===== config.mk =====
export PLATFORM = sky130hd
export DESIGN_NAME = tcw_front
export DESIGN_NICKNAME = d
export VERILOG_FILES = /design/src/rtl/tcw_pkg.sv /design/src/rtl/tcw_front.sv
export SDC_FILE = /design/constraint.sdc
export NUM_CORES = 1
export LEC_CHECK = 0
export ABC_AREA = 1
export BUFFER_PORTS_ARGS = -buffer_cell sky130_fd_sc_hd__buf_2
export CAP_MARGIN = 30
export CORE_MARGIN = 2
export CORE_UTILIZATION = 25
export DETAILED_ROUTE_END_ITERATION = 8
export PLACE_DENSITY = 0.77
export SKIP_LAST_GASP = 1
export SLEW_MARGIN = 15
export SYNTH_ARGS = -nofsm -noshare
export SYNTH_HDL_FRONTEND = slang
export SYNTH_SLANG_ARGS = --single-unit

===== constraint.sdc =====
create_clock -name vclk -period 0.8
set_input_delay 0.12 -clock vclk [all_inputs]
set_output_delay 0.12 -clock vclk [all_outputs]
set_load 0.03 [all_outputs]

===== src/rtl/tcw_pkg.sv =====
// shared types, codes and constants of the text console writer
`default_nettype none

package tcw_pkg;

   localparam int DEF_COLUMNS = 80;
   localparam int DEF_ROWS    = 25;

   localparam int OPCODE_W    = 2;
   localparam int CHAR_W      = 8;
   localparam int ATTR_W      = 8;
   localparam int ADDR_W      = 11;
   localparam int COL_OUT_W   = 7;
   localparam int ROW_OUT_W   = 5;
   localparam int POS_OUT_W   = 11;
   localparam int CELL_W      = ATTR_W + CHAR_W;

   localparam int QUEUE_DEPTH = 2;

   localparam logic [OPCODE_W-1:0] OP_PUT   = 2'd0;
   localparam logic [OPCODE_W-1:0] OP_READ  = 2'd1;
   localparam logic [OPCODE_W-1:0] OP_CLEAR = 2'd2;

   localparam logic [CHAR_W-1:0] NEWLINE_CODE = 8'h0A;
   localparam logic [CHAR_W-1:0] BLANK_CODE   = 8'h20;
   localparam logic [ATTR_W-1:0] FILL_ATTR_RESET = 8'h0F;

   typedef logic [2:0] cmd_kind_type;

   localparam cmd_kind_type CMD_NOP     = 3'd0;
   localparam cmd_kind_type CMD_PUT     = 3'd1;
   localparam cmd_kind_type CMD_NEWLINE = 3'd2;
   localparam cmd_kind_type CMD_READ    = 3'd3;
   localparam cmd_kind_type CMD_CLEAR   = 3'd4;

   typedef struct packed {
      cmd_kind_type      kind;
      logic [CHAR_W-1:0] char_code;
      logic [ATTR_W-1:0] attribute;
      logic [ADDR_W-1:0] cell_index;
   } cmd_type;

endpackage

`default_nettype wire


===== src/rtl/tcw_front.sv =====
// request intake and command classification
`default_nettype none

module tcw_front #(
   parameter int COLUMNS = tcw_pkg::DEF_COLUMNS,
   parameter int ROWS    = tcw_pkg::DEF_ROWS
) (
   input  wire logic                          req_valid,
   output logic                               req_stall,
   input  wire logic [tcw_pkg::OPCODE_W-1:0]  req_opcode,
   input  wire logic [tcw_pkg::CHAR_W-1:0]    req_char_code,
   input  wire logic [tcw_pkg::ATTR_W-1:0]    req_attribute,
   input  wire logic [tcw_pkg::ADDR_W-1:0]    req_cell_address,
   output logic                               push_valid,
   input  wire logic                          push_stall,
   output tcw_pkg::cmd_type                   push_data
);
   import tcw_pkg::*;

   localparam int CELLS     = COLUMNS * ROWS;
   localparam int INDEX_W   = $clog2(CELLS);
   localparam int CMP_W     = ((INDEX_W > ADDR_W) ? INDEX_W : ADDR_W) + 1;

   logic in_range;

   assign in_range   = (CMP_W'(req_cell_address) < CMP_W'(CELLS));
   assign req_stall  = push_stall;
   assign push_valid = req_valid;

   always_comb begin
      push_data.char_code  = req_char_code;
      push_data.attribute  = req_attribute;
      push_data.cell_index = req_cell_address;
      unique case (req_opcode)
         OP_PUT: begin
            push_data.kind = (req_char_code == NEWLINE_CODE) ? CMD_NEWLINE : CMD_PUT;
         end
         OP_READ: begin
            push_data.kind = in_range ? CMD_READ : CMD_NOP;
         end
         OP_CLEAR: begin
            push_data.kind = CMD_CLEAR;
         end
         default: begin
            push_data.kind = CMD_NOP;
         end
      endcase
   end

endmodule

`default_nettype wire


==> flow_summary.toml <==
[worst_setup_path]
critPathArrivalTime_ns = 0.73
series_of_cell_instances_along_the_critical_path = "buf_2, inv_2, nand2_2, nor2_2, nand2_1, nand2_1, nand2_1, buf_6"
worst_path_largest_cell_delay_ns = 0.13
timing.critical_path.fanout_max = 2
critPathKind = "input port to primary output"
timing.critical_path.from = "req_char_code[2]"
timing.critical_path.to_type = "primary output"
path_common_cell = "sky130_fd_sc_hd__nand2_1"
start_kind = "input port"
cp.required_ns = 0.68
critical_path.slowest_cell = "sky130_fd_sc_hd__buf_6"

[hold_path]
min_from = "req_cell_address[0]"
hold_crit_path_type = "input port to primary output"

[yosys]
synthCells = 61
seq_area_frac_synth = 0
synth.avg_cell_area_um2 = 5.66
mappedNetlistArea_um2 = 345
synth-warning-count = 0
syn-num-nets = 92
yosysUniqueCellTypes = 6

[placement]
place_congestion = 0.583
place.port_buffers = 35
dp_hpwl_um = 581
placed_area_um2 = 322

[floorplanning]
chipWidth_um = 41.2
io-pin-count = 63
initial_core_util = 0.265
core_region_area_um2 = 1300
design.die.area_um2 = 1690
die_h_um = 41.2
placement_row_count = 13

[sta]
worst_slew_pin_slew_ns = 0.157
finalWorstSetupSlack_ns = -0.0454
max_slew_margin = 0.896
rsz0062_at_grt = "true"
setup_total_negative_slack_ns = -0.0744
timing_hold_violations_final = 0
drv_slew = 0
fin_crit_sh = 1.06
finalWorstPathRequiredPeriod_ns = 0.845
achievable-frequency_ghz = 1.18
setup_violations = 2

[global_route]
grt_antenna_before_repair = 0
track_usage = 0.0719
grt_first_pass_wirelength_um = 834
vias_in_the_first_global_route = 251
maximum_number_of_pins_on_one_net_before_global_route_repair = 4
grt.overflow.total = 0

[drt]
m1WireLength_um = 191
via_per_inst = 3.66
drcViolationCount = 0
drtAntennaViolNets = 0
finalWirelength_um = 670
route.met3.wl_um = 111
wire_per_inst_um = 8.17
via_count = 300
drt-initial-drc-count = 3
drt-pass1-iter-count = 4
top_layer_used = "met4"
met2_wirelength_um = 332

[clocking]
hold_fix_buffers_at_cts = 0

[power]
share_clk_of_total_power = 0
power.total_w = 0.000269
power.share.combinational = 1.000
sequentialPowerShare = 0
switchingPower_w = 0.000167
sw_frac_of_total = 0.619
power_leakage_nw = 0.257
cellInternalPower_w = 0.000102
power.density_cell_area_nw_per_um2 = 707
vdd.ir_drop.worst_mv = 0.177

[final_layout]
layout-area-overhead-vs-synth_pct = 10.1
final_design_area_no_fill_um2 = 380
net_count_final = 100
final_core_util = 0.292
layout-drive-gt1-share = 0.672
ff_latch_area_um2 = 0
num-clock-buffers = 0
design.seq.count = 0
n_antenna_cell = 0

[run_status]
failed_checks = "negative setup slack"
status = "finished, violations left"

[run]
drv.max_cap_violation_count = 0
Yosys cell counts (all sizes together):
master   n  share of area
inv     12           0.13
buf     29           0.63
nand2   12           0.13
nor2     6          0.080
nand3    2          0.029
repair_timing:
action,in CTS,in global routing
pin swaps,6,5
resized for setup,13,5
endpoints found under the setup margin,2,2
setup buffers,0,0
power groups by stage:
stage	Combinational [W]	Clock (W)	Sequential, W
after floorplan	0.000324	0	0
after global placement	0.000231	0	0
after detailed placement	0.000235	0	0
after CTS	0.000259	0	0
after global routing	0.000291	0	0
final	0.000269	0	0
final timing paths:
check / endpoint / cells after the start / slack [ns]
max: push_data[27] / 8 / -0.05
min: push_data[0] / 0 / 0.24
final cells by class:
cell class                      instances  area (um2)
Fill cell                             146         921
Tap cell                               15        18.8
Inverter                               12        45.0
Timing Repair Buffer                   35         219
Multi-Input combinational cell         20        97.6
layout by cell type, fill, tap and decap left out:
master,count
sky130_fd_sc_hd__nand3_1,2
sky130_fd_sc_hd__inv_1,8
sky130_fd_sc_hd__nor2_2,2
sky130_fd_sc_hd__nor2_1,3
sky130_fd_sc_hd__buf_6,7
sky130_fd_sc_hd__nand2_2,3
sky130_fd_sc_hd__nor2_4,1
sky130_fd_sc_hd__inv_2,4
sky130_fd_sc_hd__nand2_1,9
sky130_fd_sc_hd__buf_2,28
cell families after synthesis:
logic type	share of synthesized area
AND/OR/NAND/NOR	0.239
buffers and inverters	0.761
metal layers:
metal | track usage | vias up
met2 | 0.180 | 27
met1 | 0.0348 | 109
met5 | 0 | -
met3 | 0.0109 | 8
li1 | - | 156
met4 | 0.0484 | 0
worst max-delay path, delay by kind of cell:
| kind | cells | cell delay (ns) |
|---|---|---|
| buffers and inverters | 3 | 0.28 |
| AND/OR/NAND/NOR | 5 | 0.32 |
stage by stage:
stage          cells  hold slack [ns]  worst slack (ns)
2_1_floorplan     61            0.352            0.0815
3_3_place_gp      82            0.240           -0.0772
3_5_place_dp      82            0.240           -0.0901
4_1_cts           82            0.240           -0.0500
5_1_grt           82            0.240            -0.100
6_report          82            0.240           -0.0454
(Power assumes the default switching activity.)
