==> src/rtl/tcw_pkg.sv <==
// shared types, codes and constants of the text console writer
`default_nettype none

package tcw_pkg;

   localparam int DEF_COLUMNS = 80;
   localparam int DEF_ROWS    = 25;

   localparam int OPCODE_W    = 2;
   localparam int CHAR_W      = 8;
   localparam int ATTR_W      = 8;
   localparam int ADDR_W      = 11;
   localparam int COL_OUT_W   = 7;
   localparam int ROW_OUT_W   = 5;
   localparam int POS_OUT_W   = 11;
   localparam int CELL_W      = ATTR_W + CHAR_W;

   localparam int QUEUE_DEPTH = 2;

   localparam logic [OPCODE_W-1:0] OP_PUT   = 2'd0;
   localparam logic [OPCODE_W-1:0] OP_READ  = 2'd1;
   localparam logic [OPCODE_W-1:0] OP_CLEAR = 2'd2;

   localparam logic [CHAR_W-1:0] NEWLINE_CODE = 8'h0A;
   localparam logic [CHAR_W-1:0] BLANK_CODE   = 8'h20;
   localparam logic [ATTR_W-1:0] FILL_ATTR_RESET = 8'h0F;

   typedef logic [2:0] cmd_kind_type;

   localparam cmd_kind_type CMD_NOP     = 3'd0;
   localparam cmd_kind_type CMD_PUT     = 3'd1;
   localparam cmd_kind_type CMD_NEWLINE = 3'd2;
   localparam cmd_kind_type CMD_READ    = 3'd3;
   localparam cmd_kind_type CMD_CLEAR   = 3'd4;

   typedef struct packed {
      cmd_kind_type      kind;
      logic [CHAR_W-1:0] char_code;
      logic [ATTR_W-1:0] attribute;
      logic [ADDR_W-1:0] cell_index;
   } cmd_type;

endpackage

`default_nettype wire

==> src/rtl/tcw_queue.sv <==
// short command queue between the front and back parts
`default_nettype none

module tcw_queue (
   input  wire logic             clock,
   input  wire logic             reset,
   input  wire logic             push_valid,
   output logic                  push_stall,
   input  wire tcw_pkg::cmd_type push_data,
   output logic                  pop_valid,
   input  wire logic             pop_ready,
   output tcw_pkg::cmd_type      pop_data
);
   import tcw_pkg::*;

   localparam int PTR_W = (QUEUE_DEPTH > 1) ? $clog2(QUEUE_DEPTH) : 1;
   localparam int CNT_W = $clog2(QUEUE_DEPTH + 1);

   cmd_type            entry_ff [QUEUE_DEPTH];
   logic [PTR_W-1:0]   wr_ptr_ff, wr_ptr_in;
   logic [PTR_W-1:0]   rd_ptr_ff, rd_ptr_in;
   logic [CNT_W-1:0]   count_ff, count_in;
   logic               push, pop;

   assign push_stall = (count_ff == CNT_W'(QUEUE_DEPTH));
   assign pop_valid  = (count_ff != '0);
   assign pop_data   = entry_ff[rd_ptr_ff];
   assign push       = push_valid && !push_stall;
   assign pop        = pop_valid && pop_ready;

   always_comb begin
      wr_ptr_in = wr_ptr_ff;
      rd_ptr_in = rd_ptr_ff;
      count_in  = count_ff;
      if (push) begin
         wr_ptr_in = (wr_ptr_ff == PTR_W'(QUEUE_DEPTH - 1)) ? '0 : wr_ptr_ff + 1'b1;
      end
      if (pop) begin
         rd_ptr_in = (rd_ptr_ff == PTR_W'(QUEUE_DEPTH - 1)) ? '0 : rd_ptr_ff + 1'b1;
      end
      if (push && !pop) begin
         count_in = count_ff + 1'b1;
      end else if (pop && !push) begin
         count_in = count_ff - 1'b1;
      end
   end

   always_ff @(posedge clock) begin
      if (reset) begin
         wr_ptr_ff <= '0;
         rd_ptr_ff <= '0;
         count_ff  <= '0;
      end else begin
         wr_ptr_ff <= wr_ptr_in;
         rd_ptr_ff <= rd_ptr_in;
         count_ff  <= count_in;
      end
   end

   always_ff @(posedge clock) begin
      if (push) begin
         entry_ff[wr_ptr_ff] <= push_data;
      end
   end

endmodule

`default_nettype wire

==> config.mk <==
export PLATFORM = sky130hd
export DESIGN_NAME = tcw_queue
export DESIGN_NICKNAME = d
export VERILOG_FILES = /design/src/rtl/tcw_pkg.sv /design/src/rtl/tcw_queue.sv
export SDC_FILE = /design/constraint.sdc
export NUM_CORES = 1
export LEC_CHECK = 0
export ABC_CLOCK_PERIOD_IN_PS = 2250
export BUFFER_PORTS_ARGS = -buffer_cell sky130_fd_sc_hd__buf_4
export CORE_MARGIN = 2
export CORE_UTILIZATION = 46
export DETAILED_ROUTE_END_ITERATION = 8
export HOLD_SLACK_MARGIN = 0.05
export PLACE_DENSITY_LB_ADDON = 0.25
export RECOVER_POWER = 100
export SLEW_MARGIN = 20
export SYNTH_ARGS = -nofsm -noshare
export SYNTH_HDL_FRONTEND = slang
export SYNTH_SLANG_ARGS = --single-unit
==> constraint.sdc <==
create_clock -name clock -period 2.25 [get_ports clock]
set_clock_uncertainty 0.05 [all_clocks]
set_input_delay 0.1125 -clock clock [delete_from_list [all_inputs] [get_ports clock]]
set_output_delay 0.1125 -clock clock [all_outputs]
set_load 0.01 [all_outputs]
==> flow_summary.json <==
{
  "cts.sinks": 65,
  "grt_usage": 0.172,
  "setup_viol": 0,
  "rsz0062_at_grt": "no",
  "critPathMaxStageDelay_ns": 0.61,
  "layout_common_cells": "60 x edfxtp_1, 39 x clkbuf_1, 31 x dlygate4sd3_1, 28 x mux2_2, 22 x clkbuf_4",
  "grt_overflow_total": 0,
  "relSlewSlack": 0.476,
  "outcome": "complete, no violations",
  "cp_top_family": "buffers and inverters",
  "critical_path.slowest_cell": "clkbuf_2",
  "wl_per_cell_um": 15.2,
  "h-tree-depth": 3,
  "worstHoldStart": "push_valid",
  "viasPerCell": 4.69,
  "grt_max_degree": 31,
  "insertion_delay_ns": 0.33,
  "io_pins": 66,
  "path_class": "register to register",
  "max_freq_mhz": 503,
  "drtIter0Drc": 99,
  "crit_buf_inv": 2,
  "place_ws_ns": 0.560,
  "hold_viol": 0,
  "antenna_found_initial": 0,
  "p_switching_mw": 0.937,
  "nets": 260,
  "synth_cell_types": 14,
  "numCtsBuffers": 9,
  "cp.depth": 4,
  "seqPwrFrac": 0.477,
  "tns_ns": 0,
  "grt_pass1_vias": 1440,
  "cap_violations": 0,
  "p_per_area_nw_per_um2": 1020,
  "portBuffers": 65,
  "synth_nets": 153,
  "slew_violations": 0,
  "netSwitchingFraction": 0.278,
  "r2r-start": "count_ff[0]",
  "cts-root-buf": "clkbuf_8",
  "fin_crit_ns": 1.99,
  "syn_to_final_growth_pct": 39.5,
  "post-route-period-util": 0.884,
  "startpoint_type": "register",
  "firstDrtPassIters": 4,
  "synth-seq-cells": 65,
  "die_h_um": 75.9,
  "whs_path_depth": 4,
  "core_area_um2": 5040,
  "path_cells": "nor2b_1 -> or3_1 -> inv_1 -> clkbuf_2",
  "cts_resized": 0,
  "synth_area_um2": 2370,
  "rows": 26,
  "setup_ws_ns": 0.262,
  "ant_nets": 0,
  "drc": 0,
  "clockBufferDepth": 2,
  "antennaDiodeCount": 0,
  "worstSetupEndpointType": "register",
  "pwr-share-clk": 0.267,
  "worstHoldEndpoint": "wr_ptr_ff",
  "grt_pass1_wl_mm": 6.81,
  "p_comb_frac": 0.256,
  "worst-r2r-setup-slack_ns": 0.26,
  "p_int_mw": 2.44,
  "power_mw": 3.38,
  "r2r_end": "entry_ff[0][7]",
  "die_area_um2": 5750,
  "cts_tree": "done",
  "worstMarginPinSlew_ns": 0.786,
  "place_congestion": 0.656,
  "synth_top_area_frac": 0.759,
  "leakagePower_nw": 1.18,
  "synthTopCellsByArea": "edfxtp_1 76%, mux2_2 14%, dfxtp_1 4.2%",
  "hp-class": "primary input to register",
  "crit_required_ns": 2.16,
  "r2r_cells": 4,
  "layout_commonest_cell": "edfxtp_1",
  "path_clk_slew_ns": 0.06,
  "synthCells": 118,
  "hpwl_mm": 2.90,
  "detailroute.via_count": 1408,
  "crit_fanout": 30,
  "synth_area_leader_cell": "edfxtp_1",
  "wirelength_mm": 4.55,
  "synth_warnings": 0,
  "dieWidth_um": 75.9,
  "drive_above_1_share": 0.309,
  "synth_seq_area_share": 0.801,
  "start_util": 0.471,
  "crit_arrival_ns": 1.90,
  "peakVddDrop_mv": 0.652,
  "syn_avg_cell_area_um2": 20.1
}
## power by group through the flow
stage	combinational, mW	clock (mW)	sequential, mW
2_1_floorplan	0.557	0	1.59
3_3_place_gp	0.959	0	1.62
3_5_place_dp	0.984	0	1.64
4_1_cts	1.03	0.920	1.61
5_1_grt	0.940	0.982	1.63
6_report	0.866	0.901	1.61
## worst max-delay path by stage
stage | slack [ns] | endpoint | startpoint
after global placement | 0.64 | entry_ff[0][2] | count_ff[1]
after floorplan | 0.40 | entry_ff[0][0] | count_ff[1]
after global routing | 0.14 | entry_ff[0][29] | count_ff[0]
final | 0.26 | entry_ff[0][7] | count_ff[0]
after detailed placement | 0.56 | count_ff[1] | count_ff[0]
after CTS | 0.30 | pop_data[11] | register
## cell type report
| type | instances | area [µm²] |
|---|---|---|
| clock buffers | 11 | 131 |
| clock inverters | 5 | 46.3 |
| fillers | 402 | 1730 |
| inverters | 2 | 7.51 |
| multi-input cells | 48 | 448 |
| flip-flops and latches | 65 | 1900 |
| well taps | 70 | 87.6 |
| repair buffers | 99 | 689 |
## metrics by stage
step / util / area [µm²] / instances / hold WS (ns)
6_report: 0.657 / 3310 / 300 / 0.135
2_1_floorplan: - / 2370 / 118 / 0.132
5_1_grt: 0.657 / 3310 / 300 / 0.154
4_1_cts: 0.686 / 3460 / 300 / 0.115
3_3_place_gp: 0.589 / 2970 / 253 / 0.249
3_5_place_dp: 0.589 / 2970 / 253 / 0.252
## cell usage after synthesis
cell	n
o21ai_0	3
a21oi_1	2
ha_1	1
dfxtp_1	5
nor2b_2	1
or2_2	1
and2_1	1
or3_1	2
xor2_1	3
edfxtp_1	60
nor2_1	4
mux2_2	30
buf_2	3
inv_1	2
## sequential cells by signal (all words and copies together), names as in the netlist, named ones only
register   count
entry_ff      60
count_ff       2
rd_ptr_ff      1
wr_ptr_ff      1
## cells by family after synthesis
group	share of synthesized area
and+or+nand+nor	0.0205
adders and majority gates	0.00527
AOI/OAI and AO/OA	0.0105
muxes	0.142
buffers and inverters	0.00948
DFF	0.801
xor gates and xnor gates	0.0111
## worst register-to-register path: stages, from the launching register on
cell,delay [ns]
dfxtp_1,0.42
nor2b_1,0.12
or3_1,0.34
inv_1,0.06
clkbuf_2,0.61
## routing by layer
layer / share of wire / global-route usage / up-vias
met5: 0 / 0 / -
met4: 0.011 / 0.0702 / 0
met3: 0.045 / 0.0608 / 6
met2: 0.53 / 0.276 / 46
met1: 0.41 / 0.213 / 689
li1: - / - / 667
## repair_timing
item,CTS,global route
hold buffers,31,0
endpoints found under the hold margin,65,0
setup buffers,0,0
Note: power is estimated with default switching activity, not from simulation.
